### config.mk
export PLATFORM = sky130hd
export DESIGN_NAME = display_frame_digit_builder_unit
export DESIGN_NICKNAME = d
export VERILOG_FILES = /design/src/hw/rtl/dfdb_pkg.sv /design/src/hw/rtl/display_frame_digit_builder_unit.sv /design/src/hw/rtl/dfdb_bcd_conv.sv /design/src/hw/rtl/dfdb_ctrl.sv /design/src/hw/rtl/dfdb_datapath.sv
export SDC_FILE = /design/constraint.sdc
export NUM_CORES = 2
export LEC_CHECK = 0
export BUFFER_PORTS_ARGS = -buffer_cell sky130_fd_sc_hd__buf_2
export CORE_UTILIZATION = 51
export CTS_CLUSTER_SIZE = 24
export DETAILED_ROUTE_END_ITERATION = 10
export PLACE_DENSITY = 0.66
export SLEW_MARGIN = 20
export SYNTH_ARGS = -nofsm -noshare
export SYNTH_HDL_FRONTEND = slang
export SYNTH_SLANG_ARGS = --single-unit
### constraint.sdc
create_clock -name clk -period 17.2 [get_ports clk]
set_clock_uncertainty 0.05 [all_clocks]
set_input_delay 2.58 -clock clk [delete_from_list [all_inputs] [get_ports clk]]
set_output_delay 2.58 -clock clk [all_outputs]
set_load 0.05 [all_outputs]
### src/hw/rtl/dfdb_pkg.sv
`default_nettype none
//------------------------------------------------------------------------------
// Display frame digit builder package
// Shared widths, codes, command and status types, and the fixed per-position
// tables of the display frame.
//------------------------------------------------------------------------------
package dfdb_pkg;

    localparam int FRAME_POSITIONS_DEF = 14;
    localparam int POS_NIBBLE_W        = 4;

    localparam int OPCODE_W = 2;
    localparam int PRICE_W  = 20;
    localparam int VOLUME_W = 24;
    localparam int COUNT_W  = 44;

    localparam int CONV_W      = 44;
    localparam int CONV_DIGITS = 14;
    localparam int BCD_W       = 4 * CONV_DIGITS;

    localparam logic [PRICE_W-1:0] PRICE_RESET = 20'd42300;
    localparam logic [3:0]         BLANK_DIGIT = 4'hF;
    localparam logic [3:0]         MARK_L      = 4'hA;
    localparam logic [3:0]         NO_STRETCH  = 4'd8;

    typedef enum logic [OPCODE_W-1:0] {
        OP_PUMP  = 2'd0,
        OP_DUMMY = 2'd1,
        OP_TOTAL = 2'd2
    } opcode_t;

    typedef enum logic [2:0] {
        S_IDLE,
        S_LOAD,
        S_CONVERT,
        S_UPDATE,
        S_EMIT
    } state_t;

    typedef struct packed {
        logic                    capture;
        logic                    conv_start;
        logic                    store_write;
        logic                    emit_load;
        logic                    last;
        logic [POS_NIBBLE_W-1:0] emit_pos;
    } dfdb_cmd_t;

    typedef struct packed {
        logic conv_done;
        logic out_free;
    } dfdb_status_t;

    function automatic logic [3:0] reset_digit_one(input logic [3:0] pos);
        case (pos)
            4'd0:    return 4'hF;
            4'd1:    return 4'hF;
            4'd2:    return 4'hF;
            4'd3:    return 4'h5;
            4'd4:    return 4'h8;
            4'd5:    return 4'h9;
            4'd6:    return 4'h5;
            4'd7:    return 4'h6;
            4'd8:    return 4'hF;
            4'd9:    return 4'h3;
            4'd10:   return 4'h0;
            4'd11:   return 4'h5;
            4'd12:   return 4'h0;
            4'd13:   return 4'h0;
            default: return BLANK_DIGIT;
        endcase
    endfunction

    function automatic logic [3:0] reset_digit_two(input logic [3:0] pos);
        case (pos)
            4'd0:    return 4'hF;
            4'd1:    return 4'hF;
            4'd2:    return 4'hF;
            4'd3:    return 4'hF;
            4'd4:    return 4'h1;
            4'd5:    return 4'h9;
            4'd6:    return 4'h3;
            4'd7:    return 4'h3;
            4'd8:    return 4'h1;
            4'd9:    return 4'hA;
            4'd10:   return 4'h1;
            4'd11:   return 4'hA;
            4'd12:   return 4'hF;
            4'd13:   return 4'hA;
            default: return BLANK_DIGIT;
        endcase
    endfunction

    function automatic logic [3:0] dummy_digit_one(input logic [3:0] pos);
        case (pos)
            4'd0:    return 4'hA;
            4'd8:    return 4'h1;
            4'd9:    return 4'h8;
            4'd10:   return 4'h3;
            4'd11:   return 4'h3;
            4'd12:   return 4'h1;
            4'd13:   return 4'h3;
            default: return BLANK_DIGIT;
        endcase
    endfunction

    function automatic logic [3:0] dummy_digit_two(input logic [3:0] pos);
        case (pos)
            4'd5:    return 4'h8;
            4'd6:    return 4'h0;
            4'd7:    return 4'h6;
            4'd11:   return 4'h1;
            default: return BLANK_DIGIT;
        endcase
    endfunction

    function automatic logic [3:0] stretch_bit_of(input logic [3:0] pos);
        case (pos)
            4'd3:    return 4'd3;
            4'd6:    return 4'd6;
            4'd8:    return 4'd5;
            default: return NO_STRETCH;
        endcase
    endfunction

    function automatic logic [5:0] stretch_time_of(input logic [3:0] pos);
        case (pos)
            4'd3:    return 6'd57;
            4'd6:    return 6'd57;
            4'd8:    return 6'd59;
            default: return 6'd0;
        endcase
    endfunction

    function automatic logic [12:0] latch_time_of(input logic [3:0] pos);
        case (pos)
            4'd7:    return 13'd6436;
            4'd11:   return 13'd105;
            4'd13:   return 13'd634;
            default: return 13'd14;
        endcase
    endfunction

endpackage
`default_nettype wire

### src/hw/rtl/display_frame_digit_builder_unit.sv
`default_nettype none
//------------------------------------------------------------------------------
// Display frame digit builder
// Builds the two-lane digit frame of a segment display from a pump, dummy or
// totalizer request and sends it out one position at a time.
//------------------------------------------------------------------------------
// Each accepted request yields FRAME_POSITIONS output items, one per display
// position in ascending order, the last marked by last_byte. The request is
// captured and the price product formed at the accepting edge. Then the
// converters are loaded, the 44-bit operand is converted to decimal at two
// bits a cycle, the digit store is updated and the items are emitted at one
// per cycle while the output side is ready. A new request is accepted in the
// cycle after the last item of the previous frame enters the output
// register, so the block takes the next request only once a frame is through,
// and a stalled output side holds it off longer. The unit price register may be
// written at any time while no request is in progress; the new price applies
// to the next pump request.
module display_frame_digit_builder_unit
    import dfdb_pkg::*;
#(
    parameter int FRAME_POSITIONS = FRAME_POSITIONS_DEF
)
(
    input  wire logic                clk,
    input  wire logic                rst_n,
    input  wire logic                cfg_valid,
    output logic                     cfg_ready,
    input  wire logic [PRICE_W-1:0]  cfg_data,
    input  wire logic                in_valid,
    output logic                     in_ready,
    input  wire logic [OPCODE_W-1:0] opcode,
    input  wire logic [VOLUME_W-1:0] volume_milli,
    input  wire logic [COUNT_W-1:0]  totalizer_count,
    output logic                     out_valid,
    input  wire logic                out_ready,
    output logic [7:0]               lane_one_byte,
    output logic [7:0]               lane_two_byte,
    output logic [3:0]               stretch_bit,
    output logic [5:0]               stretch_time,
    output logic [12:0]              latch_high_time,
    output logic                     last_byte
);

    dfdb_cmd_t    cmd;
    dfdb_status_t status;

    assign cfg_ready = 1'b1;

    dfdb_ctrl #(
        .FRAME_POSITIONS (FRAME_POSITIONS)
    ) u_ctrl
    (
        .clk      (clk),
        .rst_n    (rst_n),
        .in_valid (in_valid),
        .in_ready (in_ready),
        .status   (status),
        .cmd      (cmd)
    );

    dfdb_datapath #(
        .FRAME_POSITIONS (FRAME_POSITIONS)
    ) u_datapath
    (
        .clk             (clk),
        .rst_n           (rst_n),
        .cmd             (cmd),
        .status          (status),
        .cfg_valid       (cfg_valid),
        .cfg_data        (cfg_data),
        .opcode          (opcode),
        .volume_milli    (volume_milli),
        .totalizer_count (totalizer_count),
        .out_valid       (out_valid),
        .out_ready       (out_ready),
        .lane_one_byte   (lane_one_byte),
        .lane_two_byte   (lane_two_byte),
        .stretch_bit     (stretch_bit),
        .stretch_time    (stretch_time),
        .latch_high_time (latch_high_time),
        .last_byte       (last_byte)
    );

    // Once a request is taken the block stays busy until its frame is out.
    assert property (@(posedge clk) disable iff (!rst_n)
        (in_valid && in_ready) |=> !in_ready)
        else $error("request accepted while a frame was in progress");

    // While idle, the only item that can still wait is the last of a frame.
    assert property (@(posedge clk) disable iff (!rst_n)
        (in_ready && out_valid) |-> last_byte)
        else $error("idle with a frame only partly delivered");

    // The last item of a frame always sits at the final position.
    assert property (@(posedge clk) disable iff (!rst_n)
        (out_valid && last_byte) |->
            (lane_one_byte[3:0] == 4'(FRAME_POSITIONS - 1)))
        else $error("frame end marked at the wrong position");

endmodule
`default_nettype wire

### src/hw/rtl/dfdb_bcd_conv.sv
`default_nettype none
//------------------------------------------------------------------------------
// Binary to BCD converter
// Shift-and-add-three conversion that takes two bits of the binary operand
// in each cycle and holds the decimal digits once it is done.
//------------------------------------------------------------------------------
module dfdb_bcd_conv
    import dfdb_pkg::*;
(
    input  wire logic              clk,
    input  wire logic              rst_n,
    input  wire logic              start,
    input  wire logic [CONV_W-1:0] value,
    output logic                   done,
    output logic [BCD_W-1:0]       bcd
);

    localparam int STEPS = CONV_W / 2;
    localparam int CNT_W = $clog2(STEPS + 1);

    logic              busy_reg;
    logic [CNT_W-1:0]  cnt_reg;
    logic [CONV_W-1:0] bin_reg;
    logic [BCD_W-1:0]  bcd_reg;

    logic [BCD_W-1:0]  adj_a;
    logic [BCD_W-1:0]  adj_b;
    logic [BCD_W-1:0]  bcd_mid;
    logic [BCD_W-1:0]  bcd_next;
    logic [CONV_W-1:0] bin_mid;
    logic [CONV_W-1:0] bin_next;

    function automatic logic [BCD_W-1:0] adjust(input logic [BCD_W-1:0] digits);
        logic [BCD_W-1:0] res;
        res = digits;
        for (int d = 0; d < CONV_DIGITS; d++) begin
            if (digits[4*d +: 4] >= 4'd5) begin
                res[4*d +: 4] = digits[4*d +: 4] + 4'd3;
            end
        end
        return res;
    endfunction

    always_comb
    begin
        adj_a    = adjust(bcd_reg);
        bcd_mid  = {adj_a[BCD_W-2:0], bin_reg[CONV_W-1]};
        bin_mid  = {bin_reg[CONV_W-2:0], 1'b0};
        adj_b    = adjust(bcd_mid);
        bcd_next = {adj_b[BCD_W-2:0], bin_mid[CONV_W-1]};
        bin_next = {bin_mid[CONV_W-2:0], 1'b0};
    end

    always_ff @(posedge clk or negedge rst_n)
    begin
        if (!rst_n)
        begin
            busy_reg <= 1'b0;
            cnt_reg  <= '0;
        end
        else if (start)
        begin
            busy_reg <= 1'b1;
            cnt_reg  <= CNT_W'(STEPS);
        end
        else if (busy_reg)
        begin
            cnt_reg <= cnt_reg - 1'b1;
            if (cnt_reg == CNT_W'(1))
            begin
                busy_reg <= 1'b0;
            end
        end
    end

    always_ff @(posedge clk)
    begin
        if (start)
        begin
            bin_reg <= value;
            bcd_reg <= '0;
        end
        else if (busy_reg)
        begin
            bin_reg <= bin_next;
            bcd_reg <= bcd_next;
        end
    end

    assign done = !busy_reg;
    assign bcd  = bcd_reg;

endmodule
`default_nettype wire

### src/hw/rtl/dfdb_ctrl.sv
`default_nettype none
//------------------------------------------------------------------------------
// Frame builder controller
// Sequences capture, decimal conversion, digit store update and the emission
// of one item per display position.
//------------------------------------------------------------------------------
module dfdb_ctrl
    import dfdb_pkg::*;
#(
    parameter int FRAME_POSITIONS = FRAME_POSITIONS_DEF
)
(
    input  wire logic         clk,
    input  wire logic         rst_n,
    input  wire logic         in_valid,
    output logic              in_ready,
    input  wire dfdb_status_t status,
    output dfdb_cmd_t         cmd
);

    localparam int                POS_W    = $clog2(FRAME_POSITIONS);
    localparam logic [POS_W-1:0]  LAST_POS = POS_W'(FRAME_POSITIONS - 1);

    state_t           state_reg;
    state_t           state_next;
    logic [POS_W-1:0] pos_reg;
    logic [POS_W-1:0] pos_next;

    always_ff @(posedge clk or negedge rst_n)
    begin
        if (!rst_n)
        begin
            state_reg <= S_IDLE;
            pos_reg   <= '0;
        end
        else
        begin
            state_reg <= state_next;
            pos_reg   <= pos_next;
        end
    end

    always_comb
    begin
        state_next = state_reg;
        pos_next   = pos_reg;
        in_ready   = 1'b0;
        cmd        = '0;
        cmd.emit_pos = POS_NIBBLE_W'(pos_reg);
        cmd.last     = (pos_reg == LAST_POS);
        case (state_reg)
            S_IDLE:
            begin
                in_ready    = 1'b1;
                cmd.capture = in_valid;
                if (in_valid)
                begin
                    state_next = S_LOAD;
                end
            end
            S_LOAD:
            begin
                cmd.conv_start = 1'b1;
                state_next     = S_CONVERT;
            end
            S_CONVERT:
            begin
                if (status.conv_done)
                begin
                    state_next = S_UPDATE;
                end
            end
            S_UPDATE:
            begin
                cmd.store_write = 1'b1;
                pos_next        = '0;
                state_next      = S_EMIT;
            end
            S_EMIT:
            begin
                if (status.out_free)
                begin
                    cmd.emit_load = 1'b1;
                    if (pos_reg == LAST_POS)
                    begin
                        state_next = S_IDLE;
                    end
                    else
                    begin
                        pos_next = pos_reg + 1'b1;
                    end
                end
            end
            default:
            begin
                state_next = S_IDLE;
            end
        endcase
    end

endmodule
`default_nettype wire

### src/hw/rtl/dfdb_datapath.sv
`default_nettype none
//------------------------------------------------------------------------------
// Frame builder datapath
// Holds the unit price, the captured request, the price product, three
// decimal converters, the two-lane digit store and the output register.
//------------------------------------------------------------------------------
module dfdb_datapath
    import dfdb_pkg::*;
#(
    parameter int FRAME_POSITIONS = FRAME_POSITIONS_DEF
)
(
    input  wire logic                clk,
    input  wire logic                rst_n,
    input  wire dfdb_cmd_t           cmd,
    output dfdb_status_t             status,
    input  wire logic                cfg_valid,
    input  wire logic [PRICE_W-1:0]  cfg_data,
    input  wire logic [OPCODE_W-1:0] opcode,
    input  wire logic [VOLUME_W-1:0] volume_milli,
    input  wire logic [COUNT_W-1:0]  totalizer_count,
    output logic                     out_valid,
    input  wire logic                out_ready,
    output logic [7:0]               lane_one_byte,
    output logic [7:0]               lane_two_byte,
    output logic [3:0]               stretch_bit,
    output logic [5:0]               stretch_time,
    output logic [12:0]              latch_high_time,
    output logic                     last_byte
);

    localparam int POS_W = $clog2(FRAME_POSITIONS);

    logic [PRICE_W-1:0]  price_reg;
    opcode_t             opcode_reg;
    logic [VOLUME_W-1:0] volume_reg;
    logic [COUNT_W-1:0]  count_reg;
    logic [CONV_W-1:0]   product_reg;

    logic [CONV_W-1:0]   src_a;
    logic [BCD_W-1:0]    bcd_a;
    logic [BCD_W-1:0]    bcd_b;
    logic [BCD_W-1:0]    bcd_c;
    logic                done_a;
    logic                done_b;
    logic                done_c;

    logic [3:0]          lane_one_reg [FRAME_POSITIONS];
    logic [3:0]          lane_two_reg [FRAME_POSITIONS];
    logic [3:0]          lane_one_next [FRAME_POSITIONS];
    logic [3:0]          lane_two_next [FRAME_POSITIONS];

    logic                out_valid_reg;
    logic [7:0]          lane_one_byte_reg;
    logic [7:0]          lane_two_byte_reg;
    logic [3:0]          stretch_bit_reg;
    logic [5:0]          stretch_time_reg;
    logic [12:0]         latch_high_time_reg;
    logic                last_byte_reg;
    logic [POS_W-1:0]    rd_pos;

    // A digit shows blank once everything from it upward is zero, except
    // the lowest digit of a field, which always shows its value.
    function automatic logic [3:0] field_digit(input logic [BCD_W-1:0] digits,
                                               input int idx,
                                               input logic lowest);
        logic [BCD_W-1:0] upper;
        upper = digits >> (4 * idx);
        return (lowest || (upper != '0)) ? upper[3:0] : BLANK_DIGIT;
    endfunction

    always_ff @(posedge clk or negedge rst_n)
    begin
        if (!rst_n)
        begin
            price_reg <= PRICE_RESET;
        end
        else if (cfg_valid)
        begin
            price_reg <= cfg_data;
        end
    end

    always_ff @(posedge clk)
    begin
        if (cmd.capture)
        begin
            opcode_reg  <= opcode_t'(opcode);
            volume_reg  <= volume_milli;
            count_reg   <= totalizer_count;
            product_reg <= CONV_W'(volume_milli * price_reg);
        end
    end

    assign src_a = (opcode_reg == OP_TOTAL) ? count_reg : product_reg;

    dfdb_bcd_conv u_conv_a
    (
        .clk   (clk),
        .rst_n (rst_n),
        .start (cmd.conv_start),
        .value (src_a),
        .done  (done_a),
        .bcd   (bcd_a)
    );

    dfdb_bcd_conv u_conv_b
    (
        .clk   (clk),
        .rst_n (rst_n),
        .start (cmd.conv_start),
        .value (CONV_W'(price_reg)),
        .done  (done_b),
        .bcd   (bcd_b)
    );

    dfdb_bcd_conv u_conv_c
    (
        .clk   (clk),
        .rst_n (rst_n),
        .start (cmd.conv_start),
        .value (CONV_W'(volume_reg)),
        .done  (done_c),
        .bcd   (bcd_c)
    );

    always_comb
    begin
        for (int p = 0; p < FRAME_POSITIONS; p++)
        begin
            lane_one_next[p] = lane_one_reg[p];
            lane_two_next[p] = lane_two_reg[p];
        end
        if (cmd.store_write)
        begin
            case (opcode_reg)
                OP_PUMP:
                begin
                    for (int i = 0; i < 8; i++)
                    begin
                        lane_one_next[7 - i] = field_digit(bcd_a, i + 3, i == 0);
                    end
                    for (int i = 0; i < 6; i++)
                    begin
                        lane_one_next[13 - i] = field_digit(bcd_b, i, i == 0);
                    end
                    for (int i = 0; i < 7; i++)
                    begin
                        lane_two_next[7 - i] = field_digit(bcd_c, i, i == 0);
                    end
                end
                OP_DUMMY:
                begin
                    for (int p = 0; p < 14; p++)
                    begin
                        lane_one_next[p] = dummy_digit_one(4'(p));
                        lane_two_next[p] = dummy_digit_two(4'(p));
                    end
                end
                OP_TOTAL:
                begin
                    lane_one_next[0] = MARK_L;
                    lane_one_next[1] = MARK_L;
                    for (int i = 0; i < 6; i++)
                    begin
                        lane_one_next[13 - i] = field_digit(bcd_a, i, i == 0);
                    end
                    for (int i = 0; i < 7; i++)
                    begin
                        lane_two_next[7 - i] = field_digit(bcd_a, i + 6, i == 0);
                    end
                end
                default:
                begin
                end
            endcase
        end
    end

    always_ff @(posedge clk or negedge rst_n)
    begin
        if (!rst_n)
        begin
            for (int p = 0; p < FRAME_POSITIONS; p++)
            begin
                lane_one_reg[p] <= reset_digit_one(4'(p));
                lane_two_reg[p] <= reset_digit_two(4'(p));
            end
        end
        else
        begin
            for (int p = 0; p < FRAME_POSITIONS; p++)
            begin
                lane_one_reg[p] <= lane_one_next[p];
                lane_two_reg[p] <= lane_two_next[p];
            end
        end
    end

    assign rd_pos = cmd.emit_pos[POS_W-1:0];

    always_ff @(posedge clk or negedge rst_n)
    begin
        if (!rst_n)
        begin
            out_valid_reg <= 1'b0;
        end
        else if (cmd.emit_load)
        begin
            out_valid_reg <= 1'b1;
        end
        else if (out_ready)
        begin
            out_valid_reg <= 1'b0;
        end
    end

    always_ff @(posedge clk)
    begin
        if (cmd.emit_load)
        begin
            lane_one_byte_reg   <= {lane_one_reg[rd_pos], cmd.emit_pos};
            lane_two_byte_reg   <= {lane_two_reg[rd_pos], cmd.emit_pos};
            stretch_bit_reg     <= stretch_bit_of(cmd.emit_pos);
            stretch_time_reg    <= stretch_time_of(cmd.emit_pos);
            latch_high_time_reg <= latch_time_of(cmd.emit_pos);
            last_byte_reg       <= cmd.last;
        end
    end

    assign status.conv_done = done_a && done_b && done_c;
    assign status.out_free  = !out_valid_reg || out_ready;

    assign out_valid       = out_valid_reg;
    assign lane_one_byte   = lane_one_byte_reg;
    assign lane_two_byte   = lane_two_byte_reg;
    assign stretch_bit     = stretch_bit_reg;
    assign stretch_time    = stretch_time_reg;
    assign latch_high_time = latch_high_time_reg;
    assign last_byte       = last_byte_reg;

endmodule
`default_nettype wire
; ---- After elaboration in Yosys (flattened, before gate mapping)
; Index checks and enable logic that the tools add are counted.
[word_totals]
reg_bits = 589
inputBits = 95
output_inout_bits = 43
word_cells = 450
[classes]
add_sub_neg = 88
mul = 1
magnitude_cmp = 85
n_eq_ne = 20
muxes = 158
bitwise = 1
n_reduce_logical = 45
[ops]
columns = operator, n
row1 = nonzero test 56 bit, 23
row2 = two-way mux 4 bit, 107
row3 = ">= comparator 4 x 3 -> 1 bit, second input constant", 84
row4 = "adder 4 x 2 -> 4 bit, second input constant", 78
row5 = two-way mux 44 bit, 3
row6 = case mux 28 bit (3 select lines), 1
row7 = case mux 24 bit (3 select lines), 1
row8 = two-way mux 24 bit, 2
row9 = case mux 24 bit (2 select lines), 1
row10 = multiplier 24 x 20 -> 44 bit, 1
row11 = two-way mux 20 bit, 2
row12 = case mux 13 bit (3 select lines), 1
row13 = binary-select mux 4 bit (select 4 bit), 2
row14 = two-way mux 3 bit, 10
row15 = two-way mux 5 bit, 6
row16 = case mux 8 bit (3 select lines), 1
row17 = "adder 3 x 2 -> 3 bit, second input constant", 6
row18 = two-way mux 1 bit, 17
row19 = "equality test 5 x 1 -> 1 bit, second input constant", 3
row20 = case mux 3 bit (5 select lines), 1
row21 = "subtractor 5 x 1 -> 5 bit, second input constant", 3
row22 = "equality test 4 bit, second input constant", 3
row23 = case mux 4 bit (3 select lines), 1
row24 = case mux 6 bit (2 select lines), 1
row25 = 24 further kinds, 40

; ---- Logic depth before layout (Yosys ltp)
[depth]
ltp_word = 5
depth_mapped = 25
depth_no_buf = 24

; ---- Hierarchy
; Synthesis repeated with hierarchy kept, for this count alone.
[hier_totals]
cells_unflattened = 4808
area_unflattened_um2 = 47403.0
[by_module_without_submodules]
columns = module, instances, cells_per_inst, area_each_um2, seq_area_each_um2
row1 = dfdb_datapath, 1, 2694, 26860.8, 6982.9
row2 = dfdb_bcd_conv, 3, 689, 6705.2, 2592.5
row3 = dfdb_ctrl, 1, 45, 415.4, 175.2
row4 = display_frame_digit_builder_unit, 1, 2, 11.3, 0.0

; ---- Worst setup path after synthesis
; No wires, ideal clock.
[synth_timing]
path_kind = input to register
start = input port in_valid
end = register u_datapath.count_reg[0] (enable)
setup_time_ps = 727
arrival_time_ps = 10341
t_required_ps = 16423
slack_ps = 6083
stages = 2
n_path_buf = 0
path_cell_list = nand2b_1 > nor3_1
[synth_lines]
columns = item, line
row1 = start: declaration, display_frame_digit_builder_unit.sv:29  ; input wire logic in_valid,
row2 = end signal: assignment, dfdb_datapath.sv:90  ; count_reg <= totalizer_count;
row3 = end: declaration, dfdb_datapath.sv:37  ; logic [COUNT_W-1:0] count_reg;

; ---- Final worst setup path
[layout_timing]
start = input port volume_milli[11]
end = register u_datapath.product_reg[42], data pin
[layout_between]
elab_chain_len = 1
[layout_lines]
columns = item, line
row1 = start: declaration, display_frame_digit_builder_unit.sv:32  ; input wire logic [VOLUME_W-1:0] volume_milli,
row2 = multiplier 24 x 20 -> 44 bit, dfdb_datapath.sv:91  ; product_reg <= CONV_W'(volume_milli * price_reg);
row3 = end signal: assignment, dfdb_datapath.sv:91
row4 = end: declaration, dfdb_datapath.sv:38  ; logic [CONV_W-1:0] product_reg;
; Every way passes these cells.
; A chain may end at the register's enable or synchronous reset.

==> summary.md <==
| Metric | Value |
|---|---|
| Outcome | `finished clean` |
| Detailed Route WL | `116000 um` |
| R2R cell count | `20` |
| Via count of the first global-routing pass | `35.4k` |
| Vias/cell | `5.51` |
| CTS tree | `built` |
| # Max-Cap Violations | `0` |
| Syn Inst Count | `~5.1k` |
| WHS Path Cells | `2` |
| Post-Route Setup TNS | `0 ns` |
| Die Wd | `307 um` |
| Commonest non-fill, non-tap cell in the layout | `inv_1` |
| Post-synth top area share | `16.6%` |
| Initial antenna violation count | `0` |
| WL/cell | `18.4 um` |
| Share of final-layout standard cells stronger than drive strength 1 | `8.64%` |
| Fin crit share | `53.2%` |
| Core ar. | `about 0.092 sq mm` |
| Die area | `approximately 0.094 sq mm` |
| Synth top area cells | `fa_1 (17%), edfxtp_1 (14%), ha_1 (9.8%)` |
| Antenna Cells | `0` |
| DPL Wire Length | `83900 um` |
| Pre-antenna DRT Iters | `6` |
| CP endpoint kind | `register` |
| Min Hold Slack | `just over 0.4 ns` |
| Placed insts | `6211` |
| # DRC | `0` |
| Tot GR Track Use | `approximately a quarter` |
| First-pass GRT wire length | `about 190000 um` |
| Clock buffer depth | `3` |
| Ys async rst share | `23.1%` |
| # port buffers | `approximately 130` |
| Slew headroom | `23.0%` |
| Reg-to-reg setup timing slack | `~9.4 ns` |
| Largest net degree at the start of global routing | `197` |
| Start point of the worst hold path | `u_datapath.lane_one_reg[17]$_DFFE_PN1P_` |
| Starting Density | `51.6%` |
| Worst-path clk slew | `0.06 ns` |
| Largest area contributor in the netlist | `fa_1` |
| Total number of vias | `34.9k` |
| CP max FO | `21` |
| # nets final | `5895` |
| Synth cell types | `87` |
| Worst-margin pin slew | `1.15 ns` |
| Most frequent cells in the layout | `inv_1 (648), nand2_1 (553), nor2_1 (398)` |
| CTS H-tree lvls | `3` |
| Hold crit path type | `register to register` |
| Final Critical Period | `between 9 and 10 ns` |
| RePlAce Congestion | `0.877` |
| WP data required | `17.50 ns` |
| ANT nets after route | `0` |
| Skew-Pair Late Insertion Delay | `0.62 ns` |
| P&R area growth vs syn | `7.86%` |
| RSZ-0062 raised after global routing | `no` |
| Arrival time at the worst endpoint | `9.46 ns` |
| Post-cts gate resize count | `0` |
| Hold bufs inserted after CTS | `0` |
| Post-synth EDFFs | `around 230` |
| Sink Count | `572` |
| Max-slew violation count | `0` |
| FMAX | `roughly 110 MHz` |
| Buffer count from post-CTS setup fixing | `0` |
| Sequential share of the synthesized area | `30.6%` |
| Root Driver | `clkbuf_16` |
| Type of the worst setup path | `input port to register` |
| Starting DRT DRC Count | `about 2.4k` |
| RR Endpoint | `u_datapath.product_reg[40]$_DFFE_PP_` |
| Syn_area_per_cell | `9.33 sq um` |
| CTS buffer count | `68` |
| Synth Register Bits | `572` |
| Post-synth design cell area | `between 0.04 and 0.05 sq mm` |
| Hold Path Sink | `u_datapath.lane_one_reg[17]$_DFFE_PN1P_` |
| Non-filler cells in the finished layout | `6336` |
| Type of origin of the critical path | `input port` |
| Final Setup Violations | `0` |
| Yosys warnings | `0` |
| Top_reg_cell synth | `edfxtp_1` |
| Final Hold Viols | `0` |
| Row cnt | `111` |
| Reg2Reg Launch Point | `u_datapath.price_reg[18]$_DFFE_PN0P_` |
| Grt ovf | `0` |
| Die Ht | `307 um` |
| I/O pin count | `138` |
[synthesized netlist by cell type (11+ instances only)]
cell type,n
a211oi_1,136
a21boi_0,24
a21o_1,24
a21oi_1,260
a2bb2oi_1,18
a31oi_1,28
and2_1,261
and3_1,11
buf_1,11
buf_4,15
clkbuf_1,237
dfrtp_1,75
dfstp_2,57
dfxtp_1,212
edfxtp_1,228
fa_1,392
ha_1,370
inv_1,649
mux2_2,64
mux2i_1,173
mux4_2,16
nand2_1,554
nand2b_1,79
nand3_1,26
nand4_1,17
nor2_1,401
nor2b_1,15
nor3_1,67
nor3b_1,68
o211ai_1,15
o21a_1,18
o21ai_0,227
o22a_1,31
o41ai_1,25
xnor2_1,123
xor2_1,15
[cell families after synthesis]
| group | share of synthesized area (%) |
|---|---|
| and+or+nand+nor | 15.8 |
| xor gates and xnor gates | 2.55 |
| buffers and inverters | 7.45 |
| muxes | 5.94 |
| DFF | 30.6 |
| other | 0.0159 |
| AOI/OAI and AO/OA | 11.4 |
| adders and majority gates | 26.4 |
[area by class of cell]
type	count	area (sq um)
clock buffer	95	1920
clock inverter	30	364
fill	8232	40700
inverter	650	2440
multi-input combinational	3582	29400
sequential	572	14500
tap	1243	1560
timing repair buffer	164	917
[worst max-delay path by stage]
stage | to | start | slack, ns
2_1_floorplan | u_datapath.count_reg[0]$_DFFE_PP_ | in_valid | 6.08
6_report | u_datapath.product_reg[42]$_DFFE_PP_ | volume_milli[11] | 8.04
3_3_place_gp | u_datapath.product_reg[40]$_DFFE_PP_ | volume_milli[7] | 7.56
3_5_place_dp | u_datapath.product_reg[42]$_DFFE_PP_ | volume_milli[13] | 7.49
4_1_cts | u_datapath.product_reg[42]$_DFFE_PP_ | volume_milli[13] | 8.14
5_1_grt | u_datapath.product_reg[42]$_DFFE_PP_ | volume_milli[12] | 7.68
[per-layer routing]
layer	routed length [um]	vias to the layer above	track usage (%)	share of wire, %
met3	4360	229	2.78	3.8
met4	4650	0	10.2	4.0
met2	58100	757	44.4	50
li1	-	16706	-	-
met1	49200	17209	32.2	42
met5	0	-	0	0
[critical path: stages]
cell	delay [ns]
buf_2	0.41
and2_1	0.24
fa_1	0.42
fa_1	0.52
inv_1	0.05
fa_1	0.53
inv_1	0.05
fa_1	0.53
fa_1	0.45
fa_1	0.60
inv_1	0.07
fa_1	0.57
inv_1	0.06
ha_1	0.38
a21oi_1	0.36
o21ai_0	0.14
a32oi_1	0.24
o221ai_1	0.30
a31oi_1	0.31
nor3_1	0.06
a2111oi_0	0.49
xnor2_1	0.11
[stage by stage]
step,util (%),instance area (sq um),setup WS (ns)
2_1_floorplan,-,47400,6.08
3_3_place_gp,53.1,48800,7.56
3_5_place_dp,53.1,48800,7.49
4_1_cts,55.6,51100,8.14
5_1_grt,55.6,51100,7.68
6_report,55.6,51100,8.04
Power is not shown: default switching activity piles up to over one toggle a cycle in this logic, so the estimate is an artifact.
